### src/wcel_pkg.sv
`default_nettype none
package wcel_pkg;
    localparam int MAX_CLASSES_DEF = 64;
    localparam int PPB_LOG2_DEF = 20;
    localparam logic [31:0] LN2_Q32 = 32'd2977044472;
    localparam int NUM_CLASSES_W = 7;
    localparam int IGN_CNT_W = 2;
    localparam int LABEL_W = 8;
    localparam int PROB_W = 16;
    localparam int WEIGHT_W = 16;
    localparam int LOSS_W = 24;
    localparam int NLN_W = 24;
    localparam int CFG_IDX_W = 2;
    localparam logic [CFG_IDX_W-1:0] CFG_NUM_CLASSES = 2'd0;
    localparam logic [CFG_IDX_W-1:0] CFG_IGNORE_COUNT = 2'd1;
    localparam logic [CFG_IDX_W-1:0] CFG_IGNORE_A = 2'd2;
    localparam logic [CFG_IDX_W-1:0] CFG_IGNORE_B = 2'd3;
    localparam logic [15:0] WEIGHT_ONE = 16'd256;
    localparam logic FUNC_WEIGHT = 1'b0;

    typedef struct packed {
        logic        start;
        logic [15:0] p;
    } t_log_req;
endpackage
`default_nettype wire

### src/wcel_ram.sv
`default_nettype none
module wcel_ram #(
    parameter int WIDTH = 16,
    parameter int DEPTH = 64
) (
    input  wire logic                     i_clk,
    input  wire logic                     i_we,
    input  wire logic [$clog2(DEPTH)-1:0] i_waddr,
    input  wire logic [WIDTH-1:0]         i_wdata,
    input  wire logic [$clog2(DEPTH)-1:0] i_raddr,
    output logic [WIDTH-1:0]              o_rdata
);
    logic [WIDTH-1:0] r_mem [DEPTH];
    always_ff @(posedge i_clk) begin
        if (i_we) r_mem[i_waddr] <= i_wdata;
        o_rdata <= r_mem[i_raddr];
    end
endmodule
`default_nettype wire

### src/wcel_neglog.sv
`default_nettype none
// -ln(p) Q.16 by iterative squaring, one square per cycle
module wcel_neglog (
    input  wire logic             i_clk,
    input  wire logic             i_rst_n,
    input  wire wcel_pkg::t_log_req i_req,
    output logic                  o_done,
    output logic [wcel_pkg::NLN_W-1:0] o_nln
);
    import wcel_pkg::*;
    logic [16:0] r_x;
    logic [19:0] r_frac;
    logic [4:0]  r_e;
    logic [4:0]  r_cnt;
    logic        r_busy, r_mul;
    logic [55:0] r_prod;
    logic [33:0] sq;
    logic [16:0] xs;
    logic [3:0]  msb;
    logic [15:0] pc;
    logic [24:0] l;

    always_comb begin
        pc = (i_req.p == '0) ? 16'd1 : i_req.p;
        msb = '0;
        for (int k = 0; k < 16; k++) if (pc[k]) msb = 4'(k);
        sq = r_x * r_x;
        xs = 17'(sq >> 15);
        l = {5'(5'd16 - r_e), 20'd0} - {5'd0, r_frac};
    end

    always_ff @(posedge i_clk) begin
        if (!i_rst_n) begin
            r_busy <= 1'b0;
            r_mul <= 1'b0;
            o_done <= 1'b0;
        end else begin
            o_done <= 1'b0;
            if (i_req.start) begin
                r_busy <= 1'b1;
                r_e <= {1'b0, msb};
                r_x <= 17'({1'b0, pc} << (4'd15 - msb));
                r_frac <= '0;
                r_cnt <= '0;
            end else if (r_busy) begin
                r_frac <= {r_frac[18:0], xs[16]};
                r_x <= xs[16] ? (xs >> 1) : xs;
                r_cnt <= r_cnt + 5'd1;
                if (r_cnt == 5'd19) begin
                    r_busy <= 1'b0;
                    r_mul <= 1'b1;
                end
            end else if (r_mul) begin
                r_mul <= 1'b0;
                o_done <= 1'b1;
            end
        end
        if (r_mul) r_prod <= l * LN2_Q32 + (56'd1 << 35);
    end
    assign o_nln = NLN_W'(r_prod[55:36]);

`ifndef SYNTHESIS
    a_excl: assert property (@(posedge i_clk) disable iff (!i_rst_n) !(r_busy && r_mul))
        else $error("log unit busy and multiplying");
    a_done: assert property (@(posedge i_clk) disable iff (!i_rst_n) o_done |-> $past(r_mul))
        else $error("done without multiply");
    a_cnt: assert property (@(posedge i_clk) disable iff (!i_rst_n) r_busy |-> r_cnt < 5'd20)
        else $error("count overrun");
`endif
endmodule
`default_nettype wire

### src/wcel_divider.sv
`default_nettype none
// restoring divider, one quotient bit per cycle
module wcel_divider #(
    parameter int NW = 48,
    parameter int DW = 40
) (
    input  wire logic          i_clk,
    input  wire logic          i_rst_n,
    input  wire logic          i_start,
    input  wire logic [NW-1:0] i_num,
    input  wire logic [DW-1:0] i_den,
    output logic               o_done,
    output logic [NW-1:0]      o_quo
);
    localparam int CW = $clog2(NW + 1);
    logic [NW-1:0] r_q;
    logic [DW:0]   r_rem;
    logic [DW-1:0] r_den;
    logic [CW-1:0] r_cnt;
    logic          r_busy;
    logic [DW:0]   sh;
    always_comb sh = {r_rem[DW-1:0], r_q[NW-1]};
    always_ff @(posedge i_clk) begin
        if (!i_rst_n) begin
            r_busy <= 1'b0;
            o_done <= 1'b0;
        end else begin
            o_done <= 1'b0;
            if (i_start) begin
                r_busy <= 1'b1;
                r_q <= i_num;
                r_den <= i_den;
                r_rem <= '0;
                r_cnt <= '0;
            end else if (r_busy) begin
                if (sh >= {1'b0, r_den}) begin
                    r_rem <= sh - {1'b0, r_den};
                    r_q <= {r_q[NW-2:0], 1'b1};
                end else begin
                    r_rem <= sh;
                    r_q <= {r_q[NW-2:0], 1'b0};
                end
                r_cnt <= r_cnt + 1'b1;
                if (r_cnt == CW'(NW - 1)) begin
                    r_busy <= 1'b0;
                    o_done <= 1'b1;
                end
            end
        end
    end
    assign o_quo = r_q;
endmodule
`default_nettype wire

### src/weighted_cross_entropy_loss.sv
`default_nettype none
// Weight writes and class elements that end no pixel are accepted back to back.
// A scored pixel end holds ready low through table read, 20 squarings, scale
// multiply, weight multiply and accumulate; a skipped or out-of-range pixel only for the read.
// A batch end adds a bit-serial divide; an empty batch skips the divide.
// A finished result is held in the output register while input continues.
// Synchronous active-low reset; weight table resets to 1.0 by valid bits.
module weighted_cross_entropy_loss #(
    parameter int MAX_CLASSES = wcel_pkg::MAX_CLASSES_DEF,
    parameter int PIXELS_PER_BATCH_LOG2 = wcel_pkg::PPB_LOG2_DEF
) (
    input  wire logic        i_clk,
    input  wire logic        i_rst_n,
    input  wire logic        i_cfg_valid,
    output logic             o_cfg_ready,
    input  wire logic [1:0]  i_cfg_index,
    input  wire logic [7:0]  i_cfg_data,
    input  wire logic        s_axis_tvalid,
    output logic             s_axis_tready,
    // class_index[5:0], class_weight[21:6], prob[37:22], label[45:38], pad
    input  wire logic [47:0] s_axis_tdata,
    // func[0], last_in_batch[1]
    input  wire logic [1:0]  s_axis_tuser,
    input  wire logic        s_axis_tlast,
    output logic             m_axis_tvalid,
    input  wire logic        m_axis_tready,
    // loss[23:0]
    output logic [23:0]      m_axis_tdata,
    // label_error[0], empty_res[1]
    output logic [1:0]       m_axis_tuser
);
    import wcel_pkg::*;

    localparam int LSW = 28 + PIXELS_PER_BATCH_LOG2;
    localparam int WSW = 20 + PIXELS_PER_BATCH_LOG2;
    localparam int LAW = (LSW > 40 ? LSW : 40) + 1;
    localparam int AW = $clog2(MAX_CLASSES);
    localparam int CCW = $clog2(MAX_CLASSES + 1);

    typedef enum logic [5:0] {
        S_IDLE = 6'b000001, S_RD = 6'b000010, S_LOG = 6'b000100,
        S_ACC = 6'b001000, S_DIV = 6'b010000, S_OUT = 6'b100000
    } t_state;
    t_state r_state;

    logic [6:0] r_nc;
    logic [1:0] r_ic;
    logic [7:0] r_ia, r_ib;
    logic [MAX_CLASSES-1:0] r_wval;
    logic [LSW-1:0] r_lsum;
    logic [WSW-1:0] r_wsum;
    logic [CCW-1:0] r_cc;
    logic [15:0] r_pp, r_pfin;
    logic [7:0] r_lab;
    logic r_err, r_batch, r_vld;
    logic [15:0] r_w;
    logic [39:0] r_wl;
    logic [23:0] r_loss;
    logic r_empty, r_oerr;

    logic func, lbatch, acc;
    logic [5:0] cidx;
    logic [15:0] cw, prob;
    logic [7:0] lab;
    logic [15:0] p_now, rdata;
    logic [7:0] nc8;
    logic ign, oor;
    logic log_done, div_done;
    logic [NLN_W-1:0] nln;
    logic [LSW-1:0] quo;
    t_log_req lreq;

    assign cidx = s_axis_tdata[5:0];
    assign cw = s_axis_tdata[21:6];
    assign prob = s_axis_tdata[37:22];
    assign lab = s_axis_tdata[45:38];
    assign func = s_axis_tuser[0];
    assign lbatch = s_axis_tuser[1];
    assign o_cfg_ready = 1'b1;
    assign s_axis_tready = (r_state == S_IDLE) && !r_batch;
    assign acc = s_axis_tvalid && s_axis_tready;
    assign p_now = (32'(lab) == 32'(r_cc)) ? prob : r_pp;
    assign nc8 = (r_nc > 7'(MAX_CLASSES > 127 ? 127 : MAX_CLASSES) && MAX_CLASSES < 128)
                 ? 8'(MAX_CLASSES) : {1'b0, r_nc};
    assign ign = (r_ic != 2'd0 && r_lab == r_ia) || (r_ic[1] && r_lab == r_ib);
    assign oor = {1'b0, r_lab} >= {1'b0, nc8};
    assign lreq.start = (r_state == S_RD) && !ign && !oor;
    assign lreq.p = r_pfin;

    wcel_ram #(.WIDTH(16), .DEPTH(MAX_CLASSES)) u_wtab (
        .i_clk(i_clk), .i_we(acc && func == FUNC_WEIGHT && 32'(cidx) < MAX_CLASSES),
        .i_waddr(AW'(cidx)), .i_wdata(cw), .i_raddr(AW'(lab)), .o_rdata(rdata));

    wcel_neglog u_log (.i_clk(i_clk), .i_rst_n(i_rst_n), .i_req(lreq),
        .o_done(log_done), .o_nln(nln));

    wcel_divider #(.NW(LSW), .DW(WSW)) u_div (.i_clk(i_clk), .i_rst_n(i_rst_n),
        .i_start(r_state == S_IDLE && r_batch && !r_vld && r_wsum != '0),
        .i_num(r_lsum), .i_den(r_wsum), .o_done(div_done), .o_quo(quo));

    logic [LAW-1:0] lsum_add;
    logic [WSW:0] wsum_add;
    assign lsum_add = LAW'(r_lsum) + LAW'(r_wl);
    assign wsum_add = {1'b0, r_wsum} + (WSW+1)'(r_w);

    always_ff @(posedge i_clk) begin
        if (!i_rst_n) begin
            r_state <= S_IDLE;
            r_nc <= 7'd64; r_ic <= '0; r_ia <= 8'hFF; r_ib <= 8'hFF;
            r_wval <= '0; r_lsum <= '0; r_wsum <= '0; r_cc <= '0; r_pp <= '0;
            r_err <= 1'b0; r_batch <= 1'b0; r_vld <= 1'b0;
        end else begin
            if (i_cfg_valid) begin
                unique case (i_cfg_index)
                    CFG_NUM_CLASSES: r_nc <= i_cfg_data[6:0];
                    CFG_IGNORE_COUNT: r_ic <= i_cfg_data[1:0] == 2'd3 ? 2'd2 : i_cfg_data[1:0];
                    CFG_IGNORE_A: r_ia <= i_cfg_data;
                    CFG_IGNORE_B: r_ib <= i_cfg_data;
                    default: ;
                endcase
            end
            if (m_axis_tvalid && m_axis_tready) r_vld <= 1'b0;
            unique case (r_state)
                S_IDLE: begin
                    if (r_batch && !r_vld) begin
                        if (r_wsum == '0) begin
                            r_loss <= '0; r_empty <= 1'b1; r_oerr <= r_err;
                            r_state <= S_OUT;
                        end else r_state <= S_DIV;
                    end else if (acc) begin
                        if (func == FUNC_WEIGHT) begin
                            if (32'(cidx) < MAX_CLASSES) r_wval[AW'(cidx)] <= 1'b1;
                        end else if (s_axis_tlast || lbatch) begin
                            r_lab <= lab; r_pfin <= p_now; r_batch <= lbatch;
                            r_cc <= '0; r_pp <= '0;
                            r_state <= S_RD;
                        end else begin
                            r_pp <= p_now;
                            if (r_cc < CCW'(MAX_CLASSES)) r_cc <= r_cc + 1'b1;
                        end
                    end
                end
                S_RD: begin
                    r_w <= r_wval[AW'(r_lab)] ? rdata : WEIGHT_ONE;
                    if (ign) r_state <= S_IDLE;
                    else if (oor) begin r_err <= 1'b1; r_state <= S_IDLE; end
                    else r_state <= S_LOG;
                end
                S_LOG: if (log_done) begin
                    r_wl <= r_w * nln;
                    r_state <= S_ACC;
                end
                S_ACC: begin
                    r_lsum <= (lsum_add[LAW-1:LSW] != '0) ? '1 : lsum_add[LSW-1:0];
                    r_wsum <= wsum_add[WSW] ? '1 : wsum_add[WSW-1:0];
                    r_state <= S_IDLE;
                end
                S_DIV: if (div_done) begin
                    r_loss <= (quo > LSW'(24'hFFFFFF)) ? 24'hFFFFFF : quo[23:0];
                    r_empty <= 1'b0; r_oerr <= r_err;
                    r_state <= S_OUT;
                end
                S_OUT: begin
                    r_vld <= 1'b1; r_batch <= 1'b0;
                    r_lsum <= '0; r_wsum <= '0; r_err <= 1'b0;
                    r_state <= S_IDLE;
                end
                default: r_state <= S_IDLE;
            endcase
        end
    end

    assign m_axis_tvalid = r_vld;
    assign m_axis_tdata = r_loss;
    assign m_axis_tuser = {r_empty, r_oerr};

`ifndef SYNTHESIS
    a_rdy: assert property (@(posedge i_clk) disable iff (!i_rst_n)
        s_axis_tready |-> r_state == S_IDLE) else $error("ready outside idle");
    a_empty: assert property (@(posedge i_clk) disable iff (!i_rst_n)
        (m_axis_tvalid && m_axis_tuser[1]) |-> m_axis_tdata == '0)
        else $error("empty result with loss");
    a_out: assert property (@(posedge i_clk) disable iff (!i_rst_n)
        r_state == S_OUT |=> r_vld) else $error("result lost");
`endif
endmodule
`default_nettype wire
### config.mk
export PLATFORM = sky130hd
export DESIGN_NAME = weighted_cross_entropy_loss
export DESIGN_NICKNAME = d
export VERILOG_FILES = /design/src/wcel_pkg.sv /design/src/wcel_ram.sv /design/src/wcel_neglog.sv /design/src/wcel_divider.sv /design/src/weighted_cross_entropy_loss.sv
export SDC_FILE = /design/constraint.sdc
export NUM_CORES = 2
export LEC_CHECK = 0
export ABC_AREA = 1
export BUFFER_PORTS_ARGS = -buffer_cell sky130_fd_sc_hd__buf_2
export CAP_MARGIN = 20
export CORE_MARGIN = 4
export CORE_UTILIZATION = 45
export CTS_CLUSTER_DIAMETER = 60
export DETAILED_ROUTE_END_ITERATION = 16
export GPL_ROUTABILITY_DRIVEN = 0
export HOLD_SLACK_MARGIN = 0.06
export RECOVER_POWER = 25
export SLEW_MARGIN = 30
export SYNTH_ARGS = -nofsm -noshare
export SYNTH_HDL_FRONTEND = slang
export SYNTH_SLANG_ARGS = --single-unit
### constraint.sdc
create_clock -name i_clk -period 15.05 [get_ports i_clk]
set_input_delay 1.505 -clock i_clk [delete_from_list [all_inputs] [get_ports i_clk]]
set_output_delay 1.505 -clock i_clk [all_outputs]
set_load 0.03 [all_outputs]
==> run metrics <==
crit end category=flop; arrival time at the worst endpoint=10.93 ns; number of vias per cell=5.45; H-tree depth=4; PwrDens=roughly 130 nW/um^2; vias=between 70000 and 80000; CTS sink count=1556; leading cell types by count after synthesis=1567 x inv_1, 1475 x nand2_1, 1326 x edfxtp_1; IO Pins=95; Core Box Area=between 200000 and 250000 um^2; CP Launch Type=flop; Post-Syn Nets=11710; area occupied by multi-input gates=48200 um^2; largest net degree at the start of global routing=161; Die Wd=480 um; TritonCTS clock tree=yes; deepest clock path buffer count=3; synth-to-layout area growth=9.88%; Max FO, Critical Path=13; DRC=0; Post-CTS Setup Repair Bufs=0; Area contributors post-synth=edfxtp_1 40%, fa_1 14%, ha_1 7.4%; Worst Hold Slack=0.458 ns; DP HPWL=188000 um; Max-cap violations=18; antenna violations before repair=7; Setup WS pre-CTS=4.72 ns; Slew HR=-239%; fillers=20207; Hold Crit Class=flop to flop; fmax=96.5 MHz; Slowest cell on crit path=edfxtp_1; Clock transition at path regs=0.06 ns; sequential share of the synthesized area=44.4%; nets@finish=11689; total routed wirelength=around 270000 um; failing checks=capacitance limit, slew limit; Routed Antenna Nets=0; routed len/inst=roughly 20 um; die area=230000 um^2; status=finished, violations left; area share of the largest cell type after synthesis=39.8%; CTS Hold Bufs=0; Fin Setup TNS=0 ns; top-count cell post-synth=inv_1; grt peak-use layer=met2; Inserted Clock Buffers=172; Clk pwr share=30.3%; Net Sw Frac=36.6%; fin worst setup slack=4.68 ns; Logic pwr share=35.8%; Final period util=68.9%; Post-Syn Instances=10350; CTS resizes=0; leakage power=around 46 nW; DRT Pass-1 Iters=6; main flop type after synthesis=edfxtp_1; crit-path max cell delay=0.69 ns; Root Driver=clkbuf_16; grt total ovfl=0; min Tclk post-route=10.37 ns; skew final=around 0.084 ns; part of the power in registers=33.9%; crit-path most repeated cell=nand2_1; Setup-failing EPs final=0; Clock Latency Late Sink=0.86 ns; Die Y=480 um; vias in the first global route=~74000; M1 GR Usage=31.3%; overall power=14.3 mW; Req. time, crit path=~16 ns; Synth Cell Area=100000 um^2; Slew Limit Fails=around 1100; Hold Vio Cnt, Final=0; Inst Count DP=13102; register area=44400 um^2; Synth warnings=0; Netlist cell types=77; Worst-Margin Slew=5.08 ns; Core Rows=approximately 170; Net Sw Power=between 5 and 6 mW; total track usage=a little under a quarter; Post-Layout Cell Count=13439; crit path kind=flop to flop; first-pass GRT wire length=between 400000 and 500000 um; M2 GR Usage=39.8%; synthesized flop and latch total=between 1500 and 2000; First DRT Iteration DRCs=6473; number of port buffers=around 90; met3 usage=3.42%; RSZ-0062 raised after global routing=false; Post-synth EDFFs=1326; cell taking the most area after synthesis=edfxtp_1; Starting Density=45.4%; internal power=9.09 mW; share of layout cells above drive strength 1=6.29%; ys async rst share=0%; Avg Inst Size Synth=9.67 um^2; VDD IR max=around 0.00014 V
[worst max-delay path: cells and delay by family, from the launching register on]
family | cells | cell delay [ns]
adders and majority gates | 10 | 4.17
and+or+nand+nor | 18 | 2.67
DFF | 1 | 0.69
buffers and inverters | 5 | 0.74
AOI/OAI and AO/OA | 5 | 1.24
xor gates and xnor gates | 3 | 0.63
[path summary, 6_finish.rpt]
kind                         from               end  slack (ns)  cells past startpoint
setup reg to reg  u_log.r_frac[0]  u_log.r_prod[51]        4.68                     41
hold reg to reg        r_wval[41]        r_wval[41]        0.46                      1
setup / recovery  u_log.r_frac[0]  u_log.r_prod[51]        4.68                     41
hold / removal         r_wval[41]        r_wval[41]        0.46                      1
[per-stage QoR]
| stage | area, um^2 | util (%) |
|---|---|---|
| 6_report | 110000 | 49.9 |
| 3_5_place_dp | 104000 | 47.2 |
| 3_3_place_gp | 104000 | 47.1 |
| 4_1_cts | 110000 | 49.9 |
| 2_1_floorplan | 100000 | - |
| 5_1_grt | 110000 | 49.9 |
[flip-flops by register name, indices dropped and copies added (netlist names), 24 cells and up]
| register | cells |
|---|---|
| m_axis_tdata | 24 |
| u_wtab.r_mem | 1024 |
| u_div.r_den | 40 |
| u_div.r_rem | 40 |
| r_lsum | 48 |
| r_wl | 36 |
| r_wval | 64 |
| u_div.o_quo | 48 |
| r_wsum | 40 |
[power by group through the flow]
| stage | clock (mW) | combinational, mW | sequential [mW] |
|---|---|---|---|
| 6_report | 4.35 | 5.14 | 4.86 |
| 3_5_place_dp | 0 | 5.08 | 4.95 |
| 4_1_cts | 4.42 | 5.13 | 4.86 |
| 5_1_grt | 4.61 | 5.86 | 4.87 |
| 3_3_place_gp | 0 | 5.05 | 4.95 |
| 2_1_floorplan | 0 | 3.67 | 4.94 |
[logic make-up (layout without fill, tap and decap cells)]
group / count (synthesis) / count (layout) / synth area share [%]
XOR/XNOR: 198 / 198 / 1.75
buffers and inverters: 2026 / 2154 / 7.70
adder cells (fa/ha/maj): 1294 / 1294 / 21.5
multiplexers: 16 / 16 / 0.180
flip-flops: 1556 / 1556 / 44.4
AND/OR/NAND/NOR: 3209 / 3209 / 13.1
other: 2 / 5 / 0.00751
AO/OA/AOI/OAI: 2049 / 2049 / 11.4
[layout make-up]
cell class              instances  area share, %
diodes                          3        0.00683
clock buffers                 233           4.34
clock inverters                90           1.08
inverters                    1592           5.45
multi-input cells            6768           43.8
flip-flops and latches       1556           40.4
well taps                    2958           3.37
repair buffers                239           1.53
[cells in the final DEF, fill, tap and decap left out, drive strengths merged, types with 7 or more instances in the layout]
master,synthesis,routed
o21a,73,73
nand3b,7,7
buf,77,217
o32ai,12,12
nand3,289,289
o221ai,33,33
edfxtp,1326,1326
o22ai,301,301
a31oi,33,33
xnor2,61,61
o211ai,35,35
fa,703,703
a211oi,9,9
nand4,57,57
or2,15,15
nor4,35,35
nand2,1492,1492
o21ai,1039,1039
nor2,1217,1217
a21o,20,20
dfxtp,230,230
mux2,16,16
nor3,81,81
ha,591,591
bufinv,0,15
xor2,137,137
o21bai,25,25
clkbuf,357,255
clkinv,5,63
inv,1587,1600
a21boi,7,7
a21oi,435,435
[routing by layer]
metal | up-vias | routed length (um)
met5 | - | 0
met4 | 0 | 9510
met3 | 473 | 17400
met2 | 2427 | 130000
met1 | 35982 | 115000
li1 | 34403 | -
(Power assumes the default switching activity.)
